==> src/hdl/rmmd_pkg.sv <==
// ----------------------------------------------------------------------------
// rmmd_pkg
// Shared widths, register map and helper functions for the first-order
// Reed-Muller majority-logic decoder.
// ----------------------------------------------------------------------------
package rmmd_pkg;

    localparam int WORD_W     = 64;  // received word width
    localparam int MSG_W      = 7;   // decoded message width
    localparam int N_W        = 3;   // message_bits register width
    localparam int LEN_W      = 7;   // code length, up to 64
    localparam int PAIR_CNT_W = 6;   // up to 32 differing pairs
    localparam int MIS_CNT_W  = 7;   // up to 64 mismatches
    localparam int PAIRS      = WORD_W / 2;
    localparam int ADDR_W     = 3;
    localparam int DATA_W     = 32;

    // Register indexes (word addresses).
    localparam logic [0:0] REG_MESSAGE_BITS = 1'b0;

    // Code length 2^(n-1) for an already clamped n.
    function automatic logic [LEN_W-1:0] code_len(input logic [N_W-1:0] n);
        code_len = LEN_W'(1) << (n - N_W'(1));
    endfunction

    // Ones at every position below the code length.
    function automatic logic [WORD_W-1:0] len_mask(input logic [N_W-1:0] n);
        len_mask = {WORD_W{1'b1}} >> (LEN_W'(WORD_W) - code_len(n));
    endfunction

    // XOR of the pairs (p, p + 2^(i-1)) for every p whose bit i-1 is zero.
    // The q-th pair starts at q with a zero bit inserted at position i-1.
    function automatic logic [PAIRS-1:0] pair_diff(input logic [WORD_W-1:0] w,
                                                   input int i);
        int p;
        int e;
        logic [PAIRS-1:0] d;
        e = 1 << (i - 1);
        d = '0;
        for (int q = 0; q < PAIRS; q++)
        begin
            p = ((q >> (i - 1)) << i) | (q & (e - 1));
            d[q] = w[p] ^ w[p + e];
        end
        return d;
    endfunction

    // Population counts are built as balanced adder trees.
    function automatic logic [PAIR_CNT_W-1:0] popcount32(input logic [PAIRS-1:0] v);
        logic [PAIR_CNT_W-1:0] s [PAIRS];
        for (int k = 0; k < PAIRS; k++)
        begin
            s[k] = PAIR_CNT_W'(v[k]);
        end
        for (int w = PAIRS >> 1; w >= 1; w = w >> 1)
        begin
            for (int k = 0; k < w; k++)
            begin
                s[k] = s[2*k] + s[2*k+1];
            end
        end
        return s[0];
    endfunction

    function automatic logic [MIS_CNT_W-1:0] popcount64(input logic [WORD_W-1:0] v);
        logic [MIS_CNT_W-1:0] s [WORD_W];
        for (int k = 0; k < WORD_W; k++)
        begin
            s[k] = MIS_CNT_W'(v[k]);
        end
        for (int w = WORD_W >> 1; w >= 1; w = w >> 1)
        begin
            for (int k = 0; k < w; k++)
            begin
                s[k] = s[2*k] + s[2*k+1];
            end
        end
        return s[0];
    endfunction

    // Position p carries m0 ^ XOR over j of (mj & p[j-1]).
    // Message bits at and above n are zero, so n need not be known here.
    function automatic logic [WORD_W-1:0] encode(input logic [MSG_W-1:0] msg);
        logic [WORD_W-1:0] cw;
        logic [5:0] pv;
        logic b;
        cw = '0;
        for (int p = 0; p < WORD_W; p++)
        begin
            pv = 6'(p);
            b = msg[0];
            for (int j = 1; j < MSG_W; j++)
            begin
                b = b ^ (msg[j] & pv[j-1]);
            end
            cw[p] = b;
        end
        return cw;
    endfunction

endpackage

==> src/hdl/reed_muller_majority_decoder_top.sv <==
// ----------------------------------------------------------------------------
// reed_muller_majority_decoder_top
// Four-stage pipelined majority-logic decoder for first-order Reed-Muller
// codes of length 2^(n-1), n taken from the message_bits register.
//
//   channel   | direction | payload
//   ----------+-----------+------------------------------------------------
//   s_axis    | in        | tdata[63:0] = received_word
//   m_axis    | out       | tdata[7:0]  = {1'b0, message[6:0]}
//   apb       | in/out    | message_bits at byte address 0, bits [2:0]
//
// One codeword is accepted per cycle while m_axis does not stall; each one
// passes through all four register stages before m_axis_tvalid shows its result.
// The four register stages are: masking, pair counting, majority vote with
// re-encoding, and mismatch count with bit-0 correction. Each stage holds its
// item while the stage after it is full and stalled, so a stall on m_axis
// backs up through the pipe without losing anything.
// Reset clears all stage valid bits and sets message_bits to 7.
// ----------------------------------------------------------------------------
module reed_muller_majority_decoder_top #(
    parameter int MAX_MESSAGE_BITS = 7
) (
    input  logic        clk,
    input  logic        rst_n,
    // APB configuration port
    input  logic        psel,
    input  logic        penable,
    input  logic        pwrite,
    input  logic [rmmd_pkg::ADDR_W-1:0] paddr,
    input  logic [rmmd_pkg::DATA_W-1:0] pwdata,
    output logic [rmmd_pkg::DATA_W-1:0] prdata,
    output logic        pready,
    // Input stream
    input  logic        s_axis_tvalid,
    output logic        s_axis_tready,
    input  logic [63:0] s_axis_tdata,   // [63:0] received_word
    // Output stream
    output logic        m_axis_tvalid,
    input  logic        m_axis_tready,
    output logic [7:0]  m_axis_tdata    // [6:0] message, [7] zero
);

    localparam int WORD_W = rmmd_pkg::WORD_W;
    localparam int MSG_W  = rmmd_pkg::MSG_W;
    localparam int N_W    = rmmd_pkg::N_W;
    localparam int PCW    = rmmd_pkg::PAIR_CNT_W;
    localparam int MCW    = rmmd_pkg::MIS_CNT_W;
    localparam int LEN_W  = rmmd_pkg::LEN_W;
    localparam logic [N_W-1:0] N_MAX = N_W'(MAX_MESSAGE_BITS);
    localparam logic [N_W-1:0] N_MIN = N_W'(2);

    // ------------------------------------------------------------------
    // Configuration register
    // ------------------------------------------------------------------
    logic [N_W-1:0] n_cfg_reg;
    logic           cfg_sel;
    logic [N_W-1:0] n_eff;

    assign pready  = 1'b1;
    assign cfg_sel = (paddr[2] == rmmd_pkg::REG_MESSAGE_BITS);

    always_ff @(posedge clk or negedge rst_n)
    begin
        if (!rst_n)
        begin
            n_cfg_reg <= N_W'(7);
        end
        else if (psel && penable && pwrite && pready && cfg_sel)
        begin
            n_cfg_reg <= pwdata[N_W-1:0];
        end
    end

    assign prdata = cfg_sel ? rmmd_pkg::DATA_W'(n_cfg_reg) : '0;

    always_comb
    begin
        priority if (n_cfg_reg < N_MIN)
        begin
            n_eff = N_MIN;
        end
        else if (n_cfg_reg > N_MAX)
        begin
            n_eff = N_MAX;
        end
        else
        begin
            n_eff = n_cfg_reg;
        end
    end

    // ------------------------------------------------------------------
    // Stage handshake: a stage takes a new item when it is empty or its
    // content moves on in the same cycle.
    // ------------------------------------------------------------------
    logic v1_reg, v2_reg, v3_reg, v4_reg;
    logic rdy1, rdy2, rdy3, rdy4;

    assign rdy4 = !v4_reg || m_axis_tready;
    assign rdy3 = !v3_reg || rdy4;
    assign rdy2 = !v2_reg || rdy3;
    assign rdy1 = !v1_reg || rdy2;
    assign s_axis_tready = rdy1;

    always_ff @(posedge clk or negedge rst_n)
    begin
        if (!rst_n)
        begin
            v1_reg <= 1'b0;
            v2_reg <= 1'b0;
            v3_reg <= 1'b0;
            v4_reg <= 1'b0;
        end
        else
        begin
            if (rdy1) v1_reg <= s_axis_tvalid;
            if (rdy2) v2_reg <= v1_reg;
            if (rdy3) v3_reg <= v2_reg;
            if (rdy4) v4_reg <= v3_reg;
        end
    end

    // ------------------------------------------------------------------
    // Stage 1: drop bits beyond the code length.
    // ------------------------------------------------------------------
    logic [WORD_W-1:0] w1_reg;
    logic [N_W-1:0]    n1_reg;

    always_ff @(posedge clk)
    begin
        if (rdy1 && s_axis_tvalid)
        begin
            w1_reg <= s_axis_tdata & rmmd_pkg::len_mask(n_eff);
            n1_reg <= n_eff;
        end
    end

    // ------------------------------------------------------------------
    // Stage 2: count differing pairs for every message bit above bit 0.
    // ------------------------------------------------------------------
    logic [WORD_W-1:0] w2_reg;
    logic [N_W-1:0]    n2_reg;
    logic [PCW-1:0]    cnt2_reg [1:MSG_W-1];
    logic [PCW-1:0]    cnt2_next [1:MSG_W-1];

    always_comb
    begin
        for (int i = 1; i < MSG_W; i++)
        begin
            cnt2_next[i] = rmmd_pkg::popcount32(rmmd_pkg::pair_diff(w1_reg, i));
        end
    end

    always_ff @(posedge clk)
    begin
        if (rdy2 && v1_reg)
        begin
            w2_reg    <= w1_reg;
            n2_reg    <= n1_reg;
            cnt2_reg  <= cnt2_next;
        end
    end

    // ------------------------------------------------------------------
    // Stage 3: majority vote, then re-encode and mark mismatches.
    // ------------------------------------------------------------------
    logic [MSG_W-1:0]  msg3_reg, msg3_next;
    logic [WORD_W-1:0] mis3_reg, mis3_next;
    logic [N_W-1:0]    n3_reg;
    logic [LEN_W-1:0]  len2;

    assign len2 = rmmd_pkg::code_len(n2_reg);

    always_comb
    begin
        msg3_next    = '0;
        msg3_next[0] = w2_reg[0];
        for (int i = 1; i < MSG_W; i++)
        begin
            msg3_next[i] = (N_W'(i) < n2_reg) && (cnt2_reg[i] > PCW'(len2 >> 2));
        end
        mis3_next = (w2_reg ^ rmmd_pkg::encode(msg3_next)) & rmmd_pkg::len_mask(n2_reg);
    end

    always_ff @(posedge clk)
    begin
        if (rdy3 && v2_reg)
        begin
            msg3_reg <= msg3_next;
            mis3_reg <= mis3_next;
            n3_reg   <= n2_reg;
        end
    end

    // ------------------------------------------------------------------
    // Stage 4: flip bit 0 when more than half the positions disagree.
    // ------------------------------------------------------------------
    logic [MSG_W-1:0] msg4_reg, msg4_next;
    logic [N_W-1:0]   n4_reg;
    logic [MCW-1:0]   mis_cnt;
    logic [LEN_W-1:0] len3;

    assign len3    = rmmd_pkg::code_len(n3_reg);
    assign mis_cnt = rmmd_pkg::popcount64(mis3_reg);

    always_comb
    begin
        msg4_next    = msg3_reg;
        msg4_next[0] = msg3_reg[0] ^ (mis_cnt > MCW'(len3 >> 1));
    end

    always_ff @(posedge clk)
    begin
        if (rdy4 && v3_reg)
        begin
            msg4_reg <= msg4_next;
            n4_reg   <= n3_reg;
        end
    end

    assign m_axis_tvalid = v4_reg;
    assign m_axis_tdata  = {1'b0, msg4_reg};

`ifndef SYNTHESIS
    // Message bits at and above n must be zero on every delivered result.
    assert property (@(posedge clk) disable iff (!rst_n)
        v4_reg |-> ((msg4_reg >> n4_reg) == '0))
        else $error("decoded message has bits above message_bits");

    // The input side only stalls when every stage is occupied.
    assert property (@(posedge clk) disable iff (!rst_n)
        !s_axis_tready |-> (v1_reg && v2_reg && v3_reg && v4_reg))
        else $error("input stalled with an empty pipeline stage");

    // A stage blocked by the next one keeps its item unchanged.
    assert property (@(posedge clk) disable iff (!rst_n)
        (v3_reg && !rdy4) |=> (v3_reg && $stable(msg3_reg) && $stable(mis3_reg)))
        else $error("stage 3 item lost during a stall");

    // An item in stage 1 moves on to stage 2 when nothing ahead of it stalls.
    assert property (@(posedge clk) disable iff (!rst_n)
        (v1_reg && rdy2 && rdy3 && rdy4) |=> v2_reg)
        else $error("stage 1 item did not advance");
`endif

endmodule

==> config.mk <==
export PLATFORM = sky130hd
export DESIGN_NAME = reed_muller_majority_decoder_top
export DESIGN_NICKNAME = d
export VERILOG_FILES = /design/src/hdl/rmmd_pkg.sv /design/src/hdl/reed_muller_majority_decoder_top.sv
export SDC_FILE = /design/constraint.sdc
export NUM_CORES = 1
export LEC_CHECK = 0
export BUFFER_PORTS_ARGS = -buffer_cell sky130_fd_sc_hd__buf_2
export CORE_MARGIN = 2
export CORE_UTILIZATION = 50
export DETAILED_ROUTE_END_ITERATION = 8
export GPL_TIMING_DRIVEN = 1
export PLACE_DENSITY = 0.71
export RECOVER_POWER = 100
export SLEW_MARGIN = 15
export SYNTH_ARGS = -nofsm -noshare
export SYNTH_HDL_FRONTEND = slang
export SYNTH_SLANG_ARGS = --single-unit
==> constraint.sdc <==
create_clock -name clk -period 5.9 [get_ports clk]
set_input_delay 0.885 -clock clk [delete_from_list [all_inputs] [get_ports clk]]
set_output_delay 0.885 -clock clk [all_outputs]
set_load 0.005 [all_outputs]
==> summary.txt <==
Clock tree
  – Number of buffers on the longest clock path: 3
  – Clock tree from TritonCTS: yes
  – Number of buffers added for setup after CTS: 0
  – # H-tree levels: 1
  – Clock sink count: 257
  – Clock network latency to the later pin of the worst-skew pair: 0.57 ns
  – Reg clk slew, reported paths: 0.06 ns
  – CTS Hold Buffers Added: 0
  – CTS buffer count: 29
  – Clk root buf: sky130_fd_sc_hd__clkbuf_16

Critical path
  – Worst setup slack for register-to-register paths: -0.57 ns
  – R2r startpoint: mis3_reg[27]$_DFFE_PP_
  – Critical path arrival: ~6.8 ns
  – Worst Setup Path Type: flip-flop to flip-flop
  – Peak fanout along the critical path: 2
  – Worst Setup Start Kind: flip-flop
  – Element type at the critical path end: flip-flop
  – Reg2Reg Capture Point: msg4_reg[0]$_DFFE_PP_
  – Cell depth of the worst flop-to-flop path: 24
  – Data required time of the worst path: 6.20 ns

Route
  – Number of nets still failing antenna checks after routing: 0
  – Post-Route WL: 52000 um
  – Number of vias after detailed routing: 12500
  – Detailed-routing iteration count for the pre-antenna-repair pass: 5
  – Average routed wire per standard cell: 22.4 um
  – DRC viols: 0
  – Vias per cell: 5.38
  – Number of violations reported at the end of detailed-routing iteration 0: 884

Timing
  – Clock tree skew after final layout: 0.0257 ns
  – Max Clock Freq: 154 MHz
  – Measured slew at the worst slew-check pin: 4.13 ns
  – Post-route clock period utilization: 110%
  – Min setup slack post-route: -0.574 ns
  – RSZ-0062 raised after global routing: true
  – Number of endpoints with negative hold slack in the final report: 0
  – Slew margin rel.: -176%
  – Minimum clock period after layout: 6.47 ns
  – Setup violation total in the final timing report: 5
  – Number of slew-limit violations in the final report: 206

Synth
  – Most common flop cell mapped by yosys: sky130_fd_sc_hd__edfxtp_1
  – Number of enable-type register cells in the synthesized netlist: 250
  – Number of synthesized register bits: between 200 and 300
  – Share of synthesized registers carrying an async set or reset: 2.72%
  – Yosys warning total: 0
  – Mapped Avg Cell Area: 12.0 um^2
  – Library cells used by synthesis: 63
  – Sequential fraction of the synthesis area: 37.5%
  – Synthesized cell area: 20500 um^2
  – Post-synthesis cell count: approximately 1700

Die
  – Number of rows in the core area: 74
  – Count of boundary I/O pins: 149
  – Total Die Area: roughly 43000 um^2
  – Initial Util: 50.5%
  – Die extent in x: 207 um
  – Die height: 207 um
  – CORE AREA: 40600 um^2

Run status
  – Failing checks: capacitance limit, slew limit, setup timing
  – Result of the run: finished, violations left

Cells and area
  – Count of antenna diodes in the layout: 0
  – Number of non-filler instances in the completed layout: between 2000 and 2500
  – Most common cell after layout, fill and taps aside: sky130_fd_sc_hd__edfxtp_1
  – Share of final-layout standard cells stronger than drive strength 1: 10.1%
  – Fillers: roughly 3400
  – Area delta synth->final: 8.82%
  – Leading cell types in the layout, fill and taps excluded: 250 x sky130_fd_sc_hd__edfxtp_1, 221 x sky130_fd_sc_hd__inv_1, 213 x sky130_fd_sc_hd__xnor2_1, 193 x sky130_fd_sc_hd__fa_1, 132 x sky130_fd_sc_hd__ha_1
  – Number of nets in the finished design: approximately 2200

GRT
  – Overall global routing resource usage: 25.1%
  – Residual overflow from global routing: 0
  – Global-route wire length before repair: 78300 um
  – Number of antenna violations at the first check in global routing: 1
  – Vias in the first global route: 13200
  – Pin count of the biggest net entering global routing: 74

Placement
  – Final GP Congestion: roughly 0.95
  – Dpl hpwl: 40300 um
  – Count of input and output buffers: 86
  – Cell count after placement: 2277

Min path
  – Worst hold-check path type: input port to async pin

Run
  – Count of max-cap constraint violations: 4
## cells in the mapped netlist (all sizes together), types with 3 or more instances
cell type  count  area share [%]
nor2b         26            0.79
o22ai          7            0.21
o21a          10            0.37
and2          29            0.88
nor3          16            0.41
nor3b          4            0.15
nand2         36            0.66
nand4          3           0.092
a21oi         46             1.1
clkbuf        90             1.6
a21o          18            0.66
inv          222             4.1
dfstp          3            0.38
mux2           5            0.27
fa           201              20
or2            8            0.24
xor2         116             5.0
nand2b        19            0.58
ha           134             8.2
edfxtp       250              37
xnor2        218             9.7
and3          31            0.97
nand3         11            0.27
xnor3          5            0.56
buf           36             1.2
o21ai         36            0.88
a311oi         5            0.30
o21bai         6            0.22
dfrtp          4            0.49
a211oi        26             1.0
nand3b         7            0.26
a31oi          5            0.29
nor2          49            0.90
## layer usage
layer | vias up | share of wire (%) | wire, um | GRT usage, %
li1 | 5620 | - | - | -
met1 | 6241 | 37 | 19500 | 30.7
met2 | 498 | 50 | 26000 | 43.5
met3 | 162 | 6.3 | 3290 | 3.25
met4 | 2 | 6.2 | 3250 | 13.4
met5 | - | 0.025 | 13 | 0
## final cells by class
type / instances / area (um^2) / share of cell area [%]
timing repair buffer: 137 / 677 / 3.03
multi-input combinational: 1129 / 11500 / 51.3
tap: 532 / 666 / 2.98
inverter: 222 / 833 / 3.73
clock inverter: 16 / 238 / 1.07
clock buffer: 34 / 764 / 3.43
sequential: 257 / 7690 / 34.4
## worst max path at each step
stage | startpoint | end | slack [ns] | cells past startpoint
2_1_floorplan | mis3_reg[2]$_DFFE_PP_ | msg4_reg[0]$_DFFE_PP_ | -0.29 | 24
3_3_place_gp | mis3_reg[62]$_DFFE_PP_ | msg4_reg[0]$_DFFE_PP_ | -0.60 | 24
3_5_place_dp | mis3_reg[62]$_DFFE_PP_ | msg4_reg[0]$_DFFE_PP_ | -0.66 | 24
4_1_cts | mis3_reg[62]$_DFFE_PP_ | msg4_reg[0]$_DFFE_PP_ | -0.57 | 25
5_1_grt | mis3_reg[60]$_DFFE_PP_ | msg4_reg[0]$_DFFE_PP_ | -0.88 | 24
6_report | mis3_reg[27]$_DFFE_PP_ | msg4_reg[0]$_DFFE_PP_ | -0.57 | 24
## cells by family after synthesis
kind of cell | synth area share [%]
xor gates and xnor gates | 15.4
muxes | 0.372
DFF | 37.5
other | 0.0366
buffers and inverters | 6.95
adders and majority gates | 27.8
and+or+nand+nor | 6.45
AOI/OAI and AO/OA | 5.50
## metrics by stage
step | util [%] | worst slack, ns | hold slack (ns) | setup TNS, ns | area (um^2)
after floorplan | - | -0.295 | 0.400 | -0.295 | 20600
after global placement | 53.0 | -0.601 | 0.406 | -0.601 | 21500
after detailed placement | 53.0 | -0.657 | 0.405 | -0.657 | 21500
after CTS | 55.5 | -0.571 | 0.142 | -0.571 | 22600
after global routing | 54.9 | -0.881 | 0.253 | -4.01 | 22300
final | 54.9 | -0.574 | 0.240 | -0.883 | 22300
## timing repair
item / in CTS / in global routing
gates resized for setup: 4 / 6
pin swaps: 1 / 2
hold endpoints to repair: 0 / 0
setup endpoints to repair: 1 / 1
## worst max-delay path, cell delays in order, from the launching register on
cell                       delay [ns]
sky130_fd_sc_hd__edfxtp_1        0.37
sky130_fd_sc_hd__ha_1            0.34
sky130_fd_sc_hd__fa_2            0.42
sky130_fd_sc_hd__fa_1            0.54
sky130_fd_sc_hd__inv_1           0.05
sky130_fd_sc_hd__fa_1            0.47
sky130_fd_sc_hd__fa_1            0.50
sky130_fd_sc_hd__inv_1           0.06
sky130_fd_sc_hd__fa_1            0.50
sky130_fd_sc_hd__fa_1            0.50
sky130_fd_sc_hd__inv_1           0.06
sky130_fd_sc_hd__fa_2            0.55
sky130_fd_sc_hd__inv_1           0.05
sky130_fd_sc_hd__ha_1            0.28
sky130_fd_sc_hd__a21o_1          0.16
sky130_fd_sc_hd__a21oi_2         0.13
sky130_fd_sc_hd__o21bai_1        0.07
sky130_fd_sc_hd__a21oi_1         0.15
sky130_fd_sc_hd__xnor2_1         0.10
sky130_fd_sc_hd__ha_1            0.33
sky130_fd_sc_hd__nand4_1         0.12
sky130_fd_sc_hd__o22ai_2         0.13
sky130_fd_sc_hd__a21oi_1         0.07
sky130_fd_sc_hd__a211oi_2        0.18
sky130_fd_sc_hd__xnor2_1         0.10
Power is not shown: default switching activity piles up to over one toggle a cycle in this logic, so the estimate is an artifact.
